===== src/sv/msc_pkg.sv =====
// Shared types, constants and register codes for the solenoid compensation core.
package msc_pkg;

  localparam int COIL_MAX        = 4;
  localparam int COIL_COUNT_DEF  = 4;
  localparam int SAMPLE_BITS_DEF = 16;

  localparam int CFG_IDX_W  = 3;
  localparam int CFG_DATA_W = 48;
  localparam int WEIGHT_W   = 9;
  localparam int LIMIT_W    = 6;
  localparam int COUNT_W    = 7;
  localparam int FV_W       = 24;
  localparam int EST_W      = 34;
  localparam int DIFF_W     = 25;
  localparam int MUL_A_W    = 25;
  localparam int MUL_B_W    = 17;
  localparam int PROD_W     = MUL_A_W + MUL_B_W;

  localparam logic [WEIGHT_W-1:0] WEIGHT_RST = 9'd51;
  localparam logic [WEIGHT_W-1:0] ALPHA_ONE  = 9'd256;
  localparam logic [LIMIT_W-1:0]  LIMIT_RST  = 6'd20;

  typedef enum logic [CFG_IDX_W-1:0] {
    REG_BIAS,
    REG_GAIN0,
    REG_GAIN1,
    REG_GAIN2,
    REG_GAIN3,
    REG_WEIGHT,
    REG_LIMIT
  } cfg_reg_t;

  typedef enum logic [2:0] {
    BK_IDLE,
    BK_MAC,
    BK_COMP,
    BK_FILT,
    BK_DONE
  } back_state_t;

  typedef struct packed {
    logic signed [15:0] field_x;
    logic signed [15:0] field_y;
    logic signed [15:0] field_z;
    logic               read_ok;
    logic signed [15:0] current_0;
    logic signed [15:0] current_1;
    logic signed [15:0] current_2;
    logic signed [15:0] current_3;
  } msc_in_t;

  typedef struct packed {
    logic    bus_reset;
    msc_in_t item;
  } msc_mid_t;

  typedef struct packed {
    logic signed [15:0] out_x;
    logic signed [15:0] out_y;
    logic signed [15:0] out_z;
    logic               out_valid;
    logic               bus_reset;
  } msc_out_t;

  typedef struct packed {
    logic [CFG_DATA_W-1:0] bias;
    logic [WEIGHT_W-1:0]   alpha;
    logic [LIMIT_W-1:0]    limit;
  } msc_cfg_t;

endpackage


===== src/sv/magnetometer_solenoid_compensation_core.sv =====
// Top level: configuration registers, front end, work queue, back end, result queue.
//
// Input channel: present a reading on in_item and raise in_push; it is taken
// at a clock edge where in_full is low. Result channel: while out_empty is
// low the oldest result is on out_item; raise out_pop to take it.
// Configuration: cfg_we with cfg_index and cfg_data writes one register;
// write only while no item is in flight.
// The front end takes one item per cycle into a two-entry work queue, unless
// it is full, and updates the freeze counter at once. The back end shares one
// 25x17 multiplier: per axis one multiply-accumulate per solenoid, then a
// compensation step and a filter step; it then posts the result once the
// result queue has room. A failed reading goes straight to posting. The back
// end takes the next item only after it has posted the last one.
// Reset (synchronous, rst_n low) empties both queues, clears filter state,
// last reading and freeze count, and loads register defaults.
// A stalled receiver fills the two-entry result queue, then the work queue,
// and then in_full rises; no item is dropped.
module magnetometer_solenoid_compensation_core import msc_pkg::*; #(
  parameter int COIL_COUNT  = COIL_COUNT_DEF,
  parameter int SAMPLE_BITS = SAMPLE_BITS_DEF
) (
  input  logic                  clk,
  input  logic                  rst_n,
  input  logic                  in_push,
  input  msc_in_t               in_item,
  output logic                  in_full,
  output logic                  out_empty,
  output msc_out_t              out_item,
  input  logic                  out_pop,
  input  logic                  cfg_we,
  input  logic [CFG_IDX_W-1:0]  cfg_index,
  input  logic [CFG_DATA_W-1:0] cfg_data
);

  logic [CFG_DATA_W-1:0]                 bias_r;
  logic [COIL_COUNT-1:0][CFG_DATA_W-1:0] gain_r;
  logic [WEIGHT_W-1:0]                   weight_r;
  logic [LIMIT_W-1:0]                    limit_r;
  msc_cfg_t                              cfg;

  logic     mid_push, mid_full, mid_pop, mid_empty;
  msc_mid_t mid_wr, mid_rd;
  logic     res_push, res_full;
  msc_out_t res_data;

  always_ff @(posedge clk) begin
    if (!rst_n) begin
      bias_r   <= '0;
      gain_r   <= '0;
      weight_r <= WEIGHT_RST;
      limit_r  <= LIMIT_RST;
    end else if (cfg_we) begin
      case (cfg_reg_t'(cfg_index))
        REG_BIAS:   bias_r   <= cfg_data;
        REG_WEIGHT: weight_r <= cfg_data[WEIGHT_W-1:0];
        REG_LIMIT:  limit_r  <= cfg_data[LIMIT_W-1:0];
        default: begin
          for (int k = 0; k < COIL_COUNT; k++) begin
            if (cfg_index == CFG_IDX_W'(int'(REG_GAIN0) + k)) begin
              gain_r[k] <= cfg_data;
            end
          end
        end
      endcase
    end
  end

  always_comb begin
    cfg.bias  = bias_r;
    cfg.alpha = (weight_r > ALPHA_ONE) ? ALPHA_ONE : weight_r;
    cfg.limit = limit_r;
  end

  assign in_full = mid_full;

  msc_front #(.SAMPLE_BITS(SAMPLE_BITS)) u_front (
    .clk      (clk),
    .rst_n    (rst_n),
    .in_push  (in_push),
    .in_item  (in_item),
    .limit    (cfg.limit),
    .mid_full (mid_full),
    .mid_push (mid_push),
    .mid_data (mid_wr)
  );

  msc_fifo #(.W($bits(msc_mid_t)), .DEPTH(2)) u_mid_q (
    .clk     (clk),
    .rst_n   (rst_n),
    .push    (mid_push),
    .wr_data (mid_wr),
    .full    (mid_full),
    .pop     (mid_pop),
    .rd_data (mid_rd),
    .empty   (mid_empty)
  );

  msc_back #(.COIL_COUNT(COIL_COUNT)) u_back (
    .clk       (clk),
    .rst_n     (rst_n),
    .cfg       (cfg),
    .gain      (gain_r),
    .mid_empty (mid_empty),
    .mid_data  (mid_rd),
    .mid_pop   (mid_pop),
    .res_full  (res_full),
    .res_push  (res_push),
    .res_data  (res_data)
  );

  msc_fifo #(.W($bits(msc_out_t)), .DEPTH(2)) u_res_q (
    .clk     (clk),
    .rst_n   (rst_n),
    .push    (res_push),
    .wr_data (res_data),
    .full    (res_full),
    .pop     (out_pop),
    .rd_data (out_item),
    .empty   (out_empty)
  );

endmodule


===== src/sv/msc_fifo.sv =====
// Small register queue used between the pipeline parts and at the result side.
module msc_fifo import msc_pkg::*; #(
  parameter int W     = 8,
  parameter int DEPTH = 2
) (
  input  logic         clk,
  input  logic         rst_n,
  input  logic         push,
  input  logic [W-1:0] wr_data,
  output logic         full,
  input  logic         pop,
  output logic [W-1:0] rd_data,
  output logic         empty
);

  localparam int AW = (DEPTH > 1) ? $clog2(DEPTH) : 1;
  localparam int CW = $clog2(DEPTH + 1);

  logic [W-1:0]  mem_r [DEPTH];
  logic [AW-1:0] wr_ptr_r, wr_ptr_nxt;
  logic [AW-1:0] rd_ptr_r, rd_ptr_nxt;
  logic [CW-1:0] count_r, count_nxt;
  logic          do_push, do_pop;

  assign full    = (count_r == CW'(DEPTH));
  assign empty   = (count_r == '0);
  assign do_push = push && !full;
  assign do_pop  = pop && !empty;
  assign rd_data = mem_r[rd_ptr_r];

  always_comb begin
    wr_ptr_nxt = wr_ptr_r;
    rd_ptr_nxt = rd_ptr_r;
    count_nxt  = count_r;
    if (do_push) begin
      wr_ptr_nxt = (wr_ptr_r == AW'(DEPTH - 1)) ? '0 : wr_ptr_r + 1'b1;
    end
    if (do_pop) begin
      rd_ptr_nxt = (rd_ptr_r == AW'(DEPTH - 1)) ? '0 : rd_ptr_r + 1'b1;
    end
    if (do_push && !do_pop) begin
      count_nxt = count_r + 1'b1;
    end else if (do_pop && !do_push) begin
      count_nxt = count_r - 1'b1;
    end
  end

  always_ff @(posedge clk) begin
    if (!rst_n) begin
      wr_ptr_r <= '0;
      rd_ptr_r <= '0;
      count_r  <= '0;
    end else begin
      wr_ptr_r <= wr_ptr_nxt;
      rd_ptr_r <= rd_ptr_nxt;
      count_r  <= count_nxt;
    end
  end

  always_ff @(posedge clk) begin
    if (do_push) begin
      mem_r[wr_ptr_r] <= wr_data;
    end
  end

endmodule


===== src/sv/msc_front.sv =====
// Front end: accepts readings, narrows samples, runs the freeze counter.
module msc_front import msc_pkg::*; #(
  parameter int SAMPLE_BITS = SAMPLE_BITS_DEF
) (
  input  logic               clk,
  input  logic               rst_n,
  input  logic               in_push,
  input  msc_in_t            in_item,
  input  logic [LIMIT_W-1:0] limit,
  input  logic               mid_full,
  output logic               mid_push,
  output msc_mid_t           mid_data
);

  logic [SAMPLE_BITS-1:0] last_raw_r [3];
  logic [COUNT_W-1:0]     stuck_cnt_r, stuck_cnt_nxt;
  logic [COUNT_W-1:0]     count_sum;
  logic                   accept;
  logic                   same_raw;
  logic                   fire;

  assign accept   = in_push && !mid_full;
  assign mid_push = accept;

  assign same_raw = (in_item.field_x[SAMPLE_BITS-1:0] == last_raw_r[0]) &&
                    (in_item.field_y[SAMPLE_BITS-1:0] == last_raw_r[1]) &&
                    (in_item.field_z[SAMPLE_BITS-1:0] == last_raw_r[2]);

  assign count_sum = stuck_cnt_r + COUNT_W'(!in_item.read_ok) + COUNT_W'(same_raw);
  assign fire      = (count_sum >= COUNT_W'(limit));
  assign stuck_cnt_nxt = fire ? '0 : count_sum;

  always_comb begin
    mid_data           = '0;
    mid_data.item      = in_item;
    mid_data.bus_reset = fire;
    mid_data.item.field_x = 16'($signed(in_item.field_x[SAMPLE_BITS-1:0]));
    mid_data.item.field_y = 16'($signed(in_item.field_y[SAMPLE_BITS-1:0]));
    mid_data.item.field_z = 16'($signed(in_item.field_z[SAMPLE_BITS-1:0]));
  end

  always_ff @(posedge clk) begin
    if (!rst_n) begin
      stuck_cnt_r   <= '0;
      last_raw_r[0] <= '0;
      last_raw_r[1] <= '0;
      last_raw_r[2] <= '0;
    end else if (accept) begin
      stuck_cnt_r <= stuck_cnt_nxt;
      if (in_item.read_ok) begin
        last_raw_r[0] <= in_item.field_x[SAMPLE_BITS-1:0];
        last_raw_r[1] <= in_item.field_y[SAMPLE_BITS-1:0];
        last_raw_r[2] <= in_item.field_z[SAMPLE_BITS-1:0];
      end
    end
  end

endmodule


===== src/sv/msc_back.sv =====
// Back end: shared-multiplier compensation and low-pass filter sequencer.
module msc_back import msc_pkg::*; #(
  parameter int COIL_COUNT = COIL_COUNT_DEF
) (
  input  logic                                 clk,
  input  logic                                 rst_n,
  input  msc_cfg_t                             cfg,
  input  logic [COIL_COUNT-1:0][CFG_DATA_W-1:0] gain,
  input  logic                                 mid_empty,
  input  msc_mid_t                             mid_data,
  output logic                                 mid_pop,
  input  logic                                 res_full,
  output logic                                 res_push,
  output msc_out_t                             res_data
);

  localparam int CW = (COIL_COUNT > 1) ? $clog2(COIL_COUNT) : 1;

  function automatic logic signed [15:0] sat16(input logic signed [21:0] v);
    logic signed [15:0] r;
    if (v > 22'sd32767) begin
      r = 16'sh7FFF;
    end else if (v < -22'sd32768) begin
      r = 16'sh8000;
    end else begin
      r = v[15:0];
    end
    return r;
  endfunction

  back_state_t              state_r, state_nxt;
  logic [CW-1:0]            coil_r;
  logic [1:0]               axis_r;
  logic signed [EST_W-1:0]  acc_r;
  logic signed [DIFF_W-1:0] diff_r;
  logic signed [FV_W-1:0]   fv_r [3];

  msc_in_t                  head;
  logic signed [15:0]       cur [COIL_MAX];
  logic signed [15:0]       raw_a, bias_a, gain_a;
  logic signed [MUL_A_W-1:0] mul_a;
  logic signed [MUL_B_W-1:0] mul_b;
  logic signed [PROD_W-1:0] prod;
  logic signed [EST_W-1:0]  est_rnd;
  logic signed [19:0]       est_sh;
  logic signed [21:0]       comp_wide;
  logic signed [15:0]       comp;
  logic signed [FV_W-1:0]   comp_q;
  logic signed [DIFF_W-1:0] diff_nxt;
  logic signed [FV_W-1:0]   fv_cur, fv_nxt;
  logic signed [FV_W:0]     out_rnd [3];
  logic                     last_coil;

  assign head   = mid_data.item;
  assign cur[0] = head.current_0;
  assign cur[1] = head.current_1;
  assign cur[2] = head.current_2;
  assign cur[3] = head.current_3;

  always_comb begin
    case (axis_r)
      2'd0:    raw_a = head.field_x;
      2'd1:    raw_a = head.field_y;
      default: raw_a = head.field_z;
    endcase
  end

  assign bias_a    = cfg.bias[{axis_r, 4'b0} +: 16];
  assign gain_a    = gain[coil_r][{axis_r, 4'b0} +: 16];
  assign last_coil = (coil_r == CW'(COIL_COUNT - 1));
  assign fv_cur    = fv_r[axis_r];

  always_comb begin
    if (state_r == BK_FILT) begin
      mul_a = diff_r;
      mul_b = $signed({8'b0, cfg.alpha});
    end else begin
      mul_a = MUL_A_W'(gain_a);
      mul_b = MUL_B_W'(cur[2'(coil_r)]);
    end
  end

  assign prod      = mul_a * mul_b;
  assign est_rnd   = acc_r + EST_W'(8192);
  assign est_sh    = est_rnd[EST_W-1:14];
  assign comp_wide = 22'(raw_a) - 22'(bias_a) - 22'(est_sh);
  assign comp      = sat16(comp_wide);
  assign comp_q    = {comp, 8'b0};
  assign diff_nxt  = DIFF_W'(comp_q) - DIFF_W'(fv_cur);
  assign fv_nxt    = fv_cur + $signed(prod[31:8]);

  always_comb begin
    for (int a = 0; a < 3; a++) begin
      out_rnd[a] = (25'(fv_r[a]) + 25'sd128) >>> 8;
    end
  end

  always_comb begin
    state_nxt = state_r;
    case (state_r)
      BK_IDLE: begin
        if (!mid_empty) begin
          state_nxt = head.read_ok ? BK_MAC : BK_DONE;
        end
      end
      BK_MAC: begin
        if (last_coil) begin
          state_nxt = BK_COMP;
        end
      end
      BK_COMP: state_nxt = BK_FILT;
      BK_FILT: state_nxt = (axis_r == 2'd2) ? BK_DONE : BK_MAC;
      BK_DONE: begin
        if (!res_full) begin
          state_nxt = BK_IDLE;
        end
      end
      default: state_nxt = BK_IDLE;
    endcase
  end

  always_comb begin
    res_push = 1'b0;
    mid_pop  = 1'b0;
    res_data = '0;
    case (state_r)
      BK_DONE: begin
        res_push = !res_full;
        mid_pop  = !res_full;
      end
      default: begin
        res_push = 1'b0;
        mid_pop  = 1'b0;
      end
    endcase
    res_data.out_valid = head.read_ok;
    res_data.bus_reset = mid_data.bus_reset;
    if (head.read_ok) begin
      res_data.out_x = sat16(22'($signed(out_rnd[0][FV_W-8:0])));
      res_data.out_y = sat16(22'($signed(out_rnd[1][FV_W-8:0])));
      res_data.out_z = sat16(22'($signed(out_rnd[2][FV_W-8:0])));
    end
  end

  always_ff @(posedge clk) begin
    if (!rst_n) begin
      state_r <= BK_IDLE;
      fv_r[0] <= '0;
      fv_r[1] <= '0;
      fv_r[2] <= '0;
    end else begin
      state_r <= state_nxt;
      if (state_r == BK_FILT) begin
        fv_r[axis_r] <= fv_nxt;
      end
    end
  end

  always_ff @(posedge clk) begin
    case (state_r)
      BK_IDLE: begin
        coil_r <= '0;
        axis_r <= '0;
        acc_r  <= '0;
      end
      BK_MAC: begin
        acc_r  <= acc_r + prod[EST_W-1:0];
        coil_r <= last_coil ? '0 : coil_r + 1'b1;
      end
      BK_COMP: diff_r <= diff_nxt;
      BK_FILT: begin
        axis_r <= axis_r + 1'b1;
        acc_r  <= '0;
      end
      default: acc_r <= acc_r;
    endcase
  end

  a_head_held: assert property (@(posedge clk) disable iff (!rst_n)
    state_r != BK_IDLE |-> !mid_empty)
    else $error("back end lost its queue head while working");

  a_work_on_good_read: assert property (@(posedge clk) disable iff (!rst_n)
    (state_r == BK_MAC || state_r == BK_COMP || state_r == BK_FILT) |-> head.read_ok)
    else $error("filter update on a failed read");

  a_axis_range: assert property (@(posedge clk) disable iff (!rst_n)
    (state_r == BK_MAC || state_r == BK_COMP || state_r == BK_FILT) |-> axis_r != 2'd3)
    else $error("axis counter out of range");

  a_pop_ends_item: assert property (@(posedge clk) disable iff (!rst_n)
    mid_pop |=> state_r == BK_IDLE)
    else $error("queue popped without returning to idle");

endmodule


===== config.mk =====
export PLATFORM = sky130hd
export DESIGN_NAME = magnetometer_solenoid_compensation_core
export DESIGN_NICKNAME = d
export VERILOG_FILES = /design/src/sv/msc_pkg.sv /design/src/sv/magnetometer_solenoid_compensation_core.sv /design/src/sv/msc_fifo.sv /design/src/sv/msc_front.sv /design/src/sv/msc_back.sv
export SDC_FILE = /design/constraint.sdc
export NUM_CORES = 2
export LEC_CHECK = 0
export ABC_AREA = 1
export ABC_CLOCK_PERIOD_IN_PS = 13400
export BUFFER_PORTS_ARGS = -buffer_cell sky130_fd_sc_hd__buf_2
export CAP_MARGIN = 20
export CORE_MARGIN = 10
export CORE_UTILIZATION = 48
export CTS_CLUSTER_SIZE = 10
export DETAILED_ROUTE_END_ITERATION = 16
export RECOVER_POWER = 100
export SLEW_MARGIN = 10
export SYNTH_ARGS = -nofsm -noshare
export SYNTH_HDL_FRONTEND = slang
export SYNTH_HIERARCHICAL = 1
export SYNTH_SLANG_ARGS = --single-unit
export TNS_END_PERCENT = 50

===== constraint.sdc =====
create_clock -name clk -period 13.4 [get_ports clk]
set_input_delay 4.02 -clock clk [delete_from_list [all_inputs] [get_ports clk]]
set_output_delay 4.02 -clock clk [all_outputs]
set_load 0.02 [all_outputs]

* After elaboration in Yosys (flattened, before gate mapping)
Memories as Yosys holds them, arrays and structs flattened. A register that Yosys moved wholly into a read port is not among the register bits. Cells that the tools add are included.
Operators by class: bitwise operators 5, shift-type cells 2, equality and inequality tests 21, multipliers 1, muxes and demuxes 61, order comparisons 12, reductions and logical operators 41, $add $sub $neg 21
Operator list (number):
- 16-bit two-way mux | 13
- 48-bit binary-select mux with 2-bit select | 1
- 48-bit two-way mux | 2
- 48-bit by 7-bit indexed part select with 16-bit output | 2
- 24-bit by 9-bit adder with 25-bit output (second input constant) | 3
- 34-bit case mux with 2 select lines | 1
- 17-bit by 16-bit greater-than comparator with 1-bit output (second input constant) | 3
- 17-bit by 16-bit < comparator with 1-bit output (second input constant) | 3
- 16-bit == test | 3
- 34-bit by 15-bit adder with 34-bit output (second input constant) | 1
- 34-bit adder | 1
- 25-bit by 17-bit multiplier with 34-bit output | 1
- 16-bit binary-select mux with 2-bit select | 1
- 16-bit case mux with 2 select lines | 1
- 25-bit two-way mux | 1
- 24-bit by 24-bit subtractor with 25-bit output | 1
- 24-bit adder | 1
- 24-bit two-way mux | 1
- 24-bit OR reduction | 1
- 22-bit by 16-bit greater-than comparator with 1-bit output (second input constant) | 1
- 22-bit by 16-bit < comparator with 1-bit output (second input constant) | 1
- 1-bit two-way mux | 22
- 17-bit by 20-bit subtractor with 21-bit output | 1
- 17-bit two-way mux | 1
- other kinds (34) | 97
Storage, ports and cells: memories kept 4, input port bits 169, bits in registers 336, RAM bits 448
Memories:
- u_mid_q.mem_r | words 2, width 114, rd ports 1, clocked after memory_dff 1, wr ports 1, RTL line msc_fifo.sv:19 | logic [W-1:0] mem_r [DEPTH];
- u_res_q.mem_r | words 2, width 50, rd ports 1, clocked after memory_dff 1, wr ports 1, RTL line msc_fifo.sv:19
- u_back.fv_r | words 3, width 24, rd ports 4, clocked after memory_dff 1, wr ports 3, RTL line msc_back.sv:36 | logic signed [FV_W-1:0] fv_r [3];
- u_front.last_raw_r | words 3, width 16, rd ports 3, clocked after memory_dff 0, wr ports 3, RTL line msc_front.sv:15 | logic [SAMPLE_BITS-1:0] last_raw_r [3];

* Depth between registers and ports, before layout
depth after elaboration 8, mapped depth 52

* Hierarchy
The synthesis kept the hierarchy.
By module, submodules not included:
- msc_back | times used 1, area an instance 29548.3 sq um, seq. area each 4874.7 sq um, cells an instance 3878
- magnetometer_solenoid_compensation_core | times used 1, area an instance 9392.8 sq um, seq. area each 5104.9 sq um, cells an instance 1295
- msc_fifo at u_mid_q | times used 1, area an instance 8715.9 sq um, seq. area each 6946.7 sq um, cells an instance 393
- msc_fifo at u_res_q | times used 1, area an instance 4110.2 sq um, seq. area each 3103.0 sq um, cells an instance 194
- msc_front | times used 1, area an instance 3846.2 sq um, seq. area each 1581.5 sq um, cells an instance 439

* Worst setup path after synthesis
Ideal clock, no wire load.
kind input-to-reg, start point input port in_push, end point memory u_mid_q/mem_r[0][0] (netlist bit), enable pin, library setup time 0.589 ns, setup slack 3.487 ns, required time 12.811 ns, stages on the path 5, buffers on the path 1, arrival 9.324 ns, path through inv_1 nor2_2 buf_2 o21ai_0 nor2_1
Between the ends: longest elaborated chain between the ends 4
Ends and longest elaborated chain:
- start: declaration | RTL line magnetometer_solenoid_compensation_core.sv:24 | input logic in_push,
- 1-bit logical AND | RTL line msc_front.sv:22 | assign accept = in_push && !mid_full;
- via mid_push | RTL line magnetometer_solenoid_compensation_core.sv:41 | logic mid_push, mid_full, mid_pop, mid_empty;
- 1-bit logical AND | RTL line msc_fifo.sv:27 | assign do_push = push && !full;
- 1-bit two-way mux | RTL line msc_fifo.sv:61 | if (do_push) begin
- 1-bit two-way mux (implied by the code) | RTL line msc_fifo.sv:62 | mem_r[wr_ptr_r] <= wr_data;
- end: declaration | RTL line msc_fifo.sv:19
The timed path passes the listed nets, and every way through them passes these cells.

==> impl_metrics.yaml <==
clocking:
  cts_hold_buf: 0
  clockRootBuffer: "clkbuf_16"
  cts_tree: "yes"
  clockBufferDepth: 3
  cts_setup_buffers: 0
  cts_buffers: 96
  cts.sinks: 812
  cts_max_level: 3
  worst_skew_pair.late_latency_ps: 690
  clkTransAtPathRegs_ps: 60
  cts-resized-gates: 0
worst_setup_path:
  path_class: "reg2reg"
  cp_max_fo: 35
  cp_slowest_cell: "inv_1"
  critPathCaptureType: "flop"
  startpoint_type: "flop"
  critPathMaxStageDelay_ps: 1120
  cp_common_cell: "inv_1"
  worstPathArrival_ps: 11790
  worstPathRequired_ps: 13780
synthesis:
  synth_area_um2: 55610
  async_flop_share_pct: 0
  synth_warnings: 6
  ys_seq_area_share_pct: 38.86
  synth_area_leaders: "edfxtp_1, fa_1, dfxtp_1"
  syn_nets: 6935
  synth-simple-area-share_pct: 17.26
  synth_top_area_cell: "edfxtp_1"
  syn_inst: 6199
  avgSynthCellArea_um2: 8.971
  synth_xor_area_share_pct: 3.069
  synthMuxAreaShare_pct: 4.063
  synth_top_family_by_area: "adder cells"
  synth-seq-cells: 812
  synth_top_area_share_pct: 28.89
  synth_most_common_cell: "nor2_1"
  synthDistinctLibCells: 72
  ys.flop_type: "edfxtp_1"
  synth-compound-area-share_pct: 8.851
  yosys.area_share.adder_pct: 17.67
  synth_top_cells_by_count: "nor2_1, nand2_1, inv_1, edfxtp_1, fa_1"
  synth-edff-count: 535
layout:
  multiInputGateArea_um2: 28060
  post-route-util_pct: 51.64
  nFillCells: 10900
  synthToLayoutAreaGrowth_pct: 6.462
  seqCellArea_um2: 21620
  fin_nets: 6968
  drive_above_1_share_pct: 8.646
global_routing:
  grt_usage_pct: 23.31
  grt_overflow: 0
  grt_first_pass_wirelength_um: 237800
  antenna_found_initial: 4
  grt_max_degree: 97
  grt_pass1_vias: 41100
place:
  place_congestion: 0.9340
  place.port_buffers: 220
  hpwl_um: 113500
outcome:
  violations: "capacitance limit, slew limit"
  status: "finished, violations left"
detailed_routing:
  vias: 41330
  antenna_left: 0
  viasPerCell: 5.294
  route.detailed.drc: 0
  drt_first_pass_iters: 6
  drtIter0Drc: 3680
  drt_wl_total_um: 153600
  avgRoutedWirePerCell_um: 19.68
floorplanning:
  die_w_um: 360.4
  die_area_um2: 129900
  io_pins: 221
  fp.coreArea_um2: 114700
  die_h_um: 360.4
  rows: 124
  start_util_pct: 48.50
timing:
  fin_crit_ps: 11410
  setup_viol: 0
  fmax_ghz: 0.08762
  report.final.slew_viol_count: 1095
  hold_violations: 0
  worstMarginPinSlew_ps: 4314
  period_share_pct: 85.17
  rsz0062_at_grt: "false"
  setup-tns-final_ps: 0
  worst_slew_margin_rel_pct: -187.6
  skew_ps: 38.36
run:
  max_cap_viol_count: 24
hold_path:
  hold_path.class: "reg2reg"
==> metal layers <==
layer / global-route usage [%] / vias to the layer above / wire (µm)
li1: - / 19790 / -
met1: 31.98 / 19950 / 68640
met2: 36.03 / 1326 / 67140
met3: 4.525 / 257 / 11330
met4: 9.495 / 4 / 6483
met5: 0 / - / 33
==> kinds of logic after synthesis <==
| group | count (synthesis) |
|---|---|
| and+or+nand+nor | 2344 |
| buffers and inverters | 1268 |
| AOI/OAI and AO/OA | 850 |
| DFF | 812 |
| adders and majority gates | 567 |
| xor gates and xnor gates | 194 |
| muxes | 164 |
==> worst paths after layout <==
check,to,depth (start not counted),start,slack [ps]
min reg2reg,u_front/stuck_cnt_r[6],2,u_front/stuck_cnt_r[6],460
min,u_front/stuck_cnt_r[6],2,u_front/stuck_cnt_r[6],460
max,u_back/fv_r[1][23],40,u_back/coil_r[1],1990
max reg2reg,u_back/fv_r[1][23],40,u_back/coil_r[1],1990
==> stage by stage <==
stage	worst slack, ps	hold WS, ps	instance area [µm²]	instances
2_1_floorplan	3487	440.0	55610	6199
3_3_place_gp	2642	451.0	56920	7641
3_5_place_dp	2905	455.7	56950	7644
4_1_cts	2894	465.5	59730	7802
5_1_grt	1074	490.3	59200	7804
6_report	1987	461.9	59210	7806
==> area by class of cell <==
cell class / instances / area share (%)
multi-input cells: 4119 / 47.39
flip-flops and latches: 812 / 36.52
inverters: 912 / 5.784
clock buffers: 142 / 4.366
well taps: 1512 / 3.195
repair buffers: 291 / 2.418
clock inverters: 16 / 0.3276
diodes: 2 / 0.008453
==> registers in the layout, summed over array words and instances (netlist names), 2 cells and up, named ones only <==
signal,cells
u_res_q/count_r,2
u_back/coil_r,2
u_back/axis_r,2
u_mid_q/mem_r,228
weight_r,9
u_back/acc_r,34
u_back/diff_r,25
u_back/fv_r,96
u_res_q/mem_r,100
limit_r,6
u_front/stuck_cnt_r,7
gain_r,192
u_front/last_raw_r,48
bias_r,48
u_mid_q/count_r,2
u_back/state_r,3
==> cell usage in the layout, fill, tap and decap left out, types with 20 or more instances in the layout <==
cell          n
o21ai_2      20
nand2_1     888
o21ai_0     416
nor3_1       23
a21oi_1     232
nand4_1      31
mux2_2       55
clkbuf_16    96
or2_2        36
inv_1       886
mux2_1       49
nor2_1     1135
nand3_1     141
mux2_4       60
inv_2        22
edfxtp_1    535
fa_1        364
buf_2       116
xor2_1      114
nand2_2      21
o221ai_1     33
ha_1        203
buf_4        43
clkbuf_1    175
xnor2_1      79
dfxtp_1     274
o22ai_1      25
==> critical path, delay by kind of cell, from the launching register on <==
kind	cells	cell delay, ps
and+or+nand+nor	9	1940
adders and majority gates	8	3380
AOI/OAI and AO/OA	10	2160
DFF	1	370
xor gates and xnor gates	3	510
buffers and inverters	10	2680
Power is left out: the tool's default activity adds up to more than one toggle a clock period on the data nets, which glitch-free logic cannot reach.
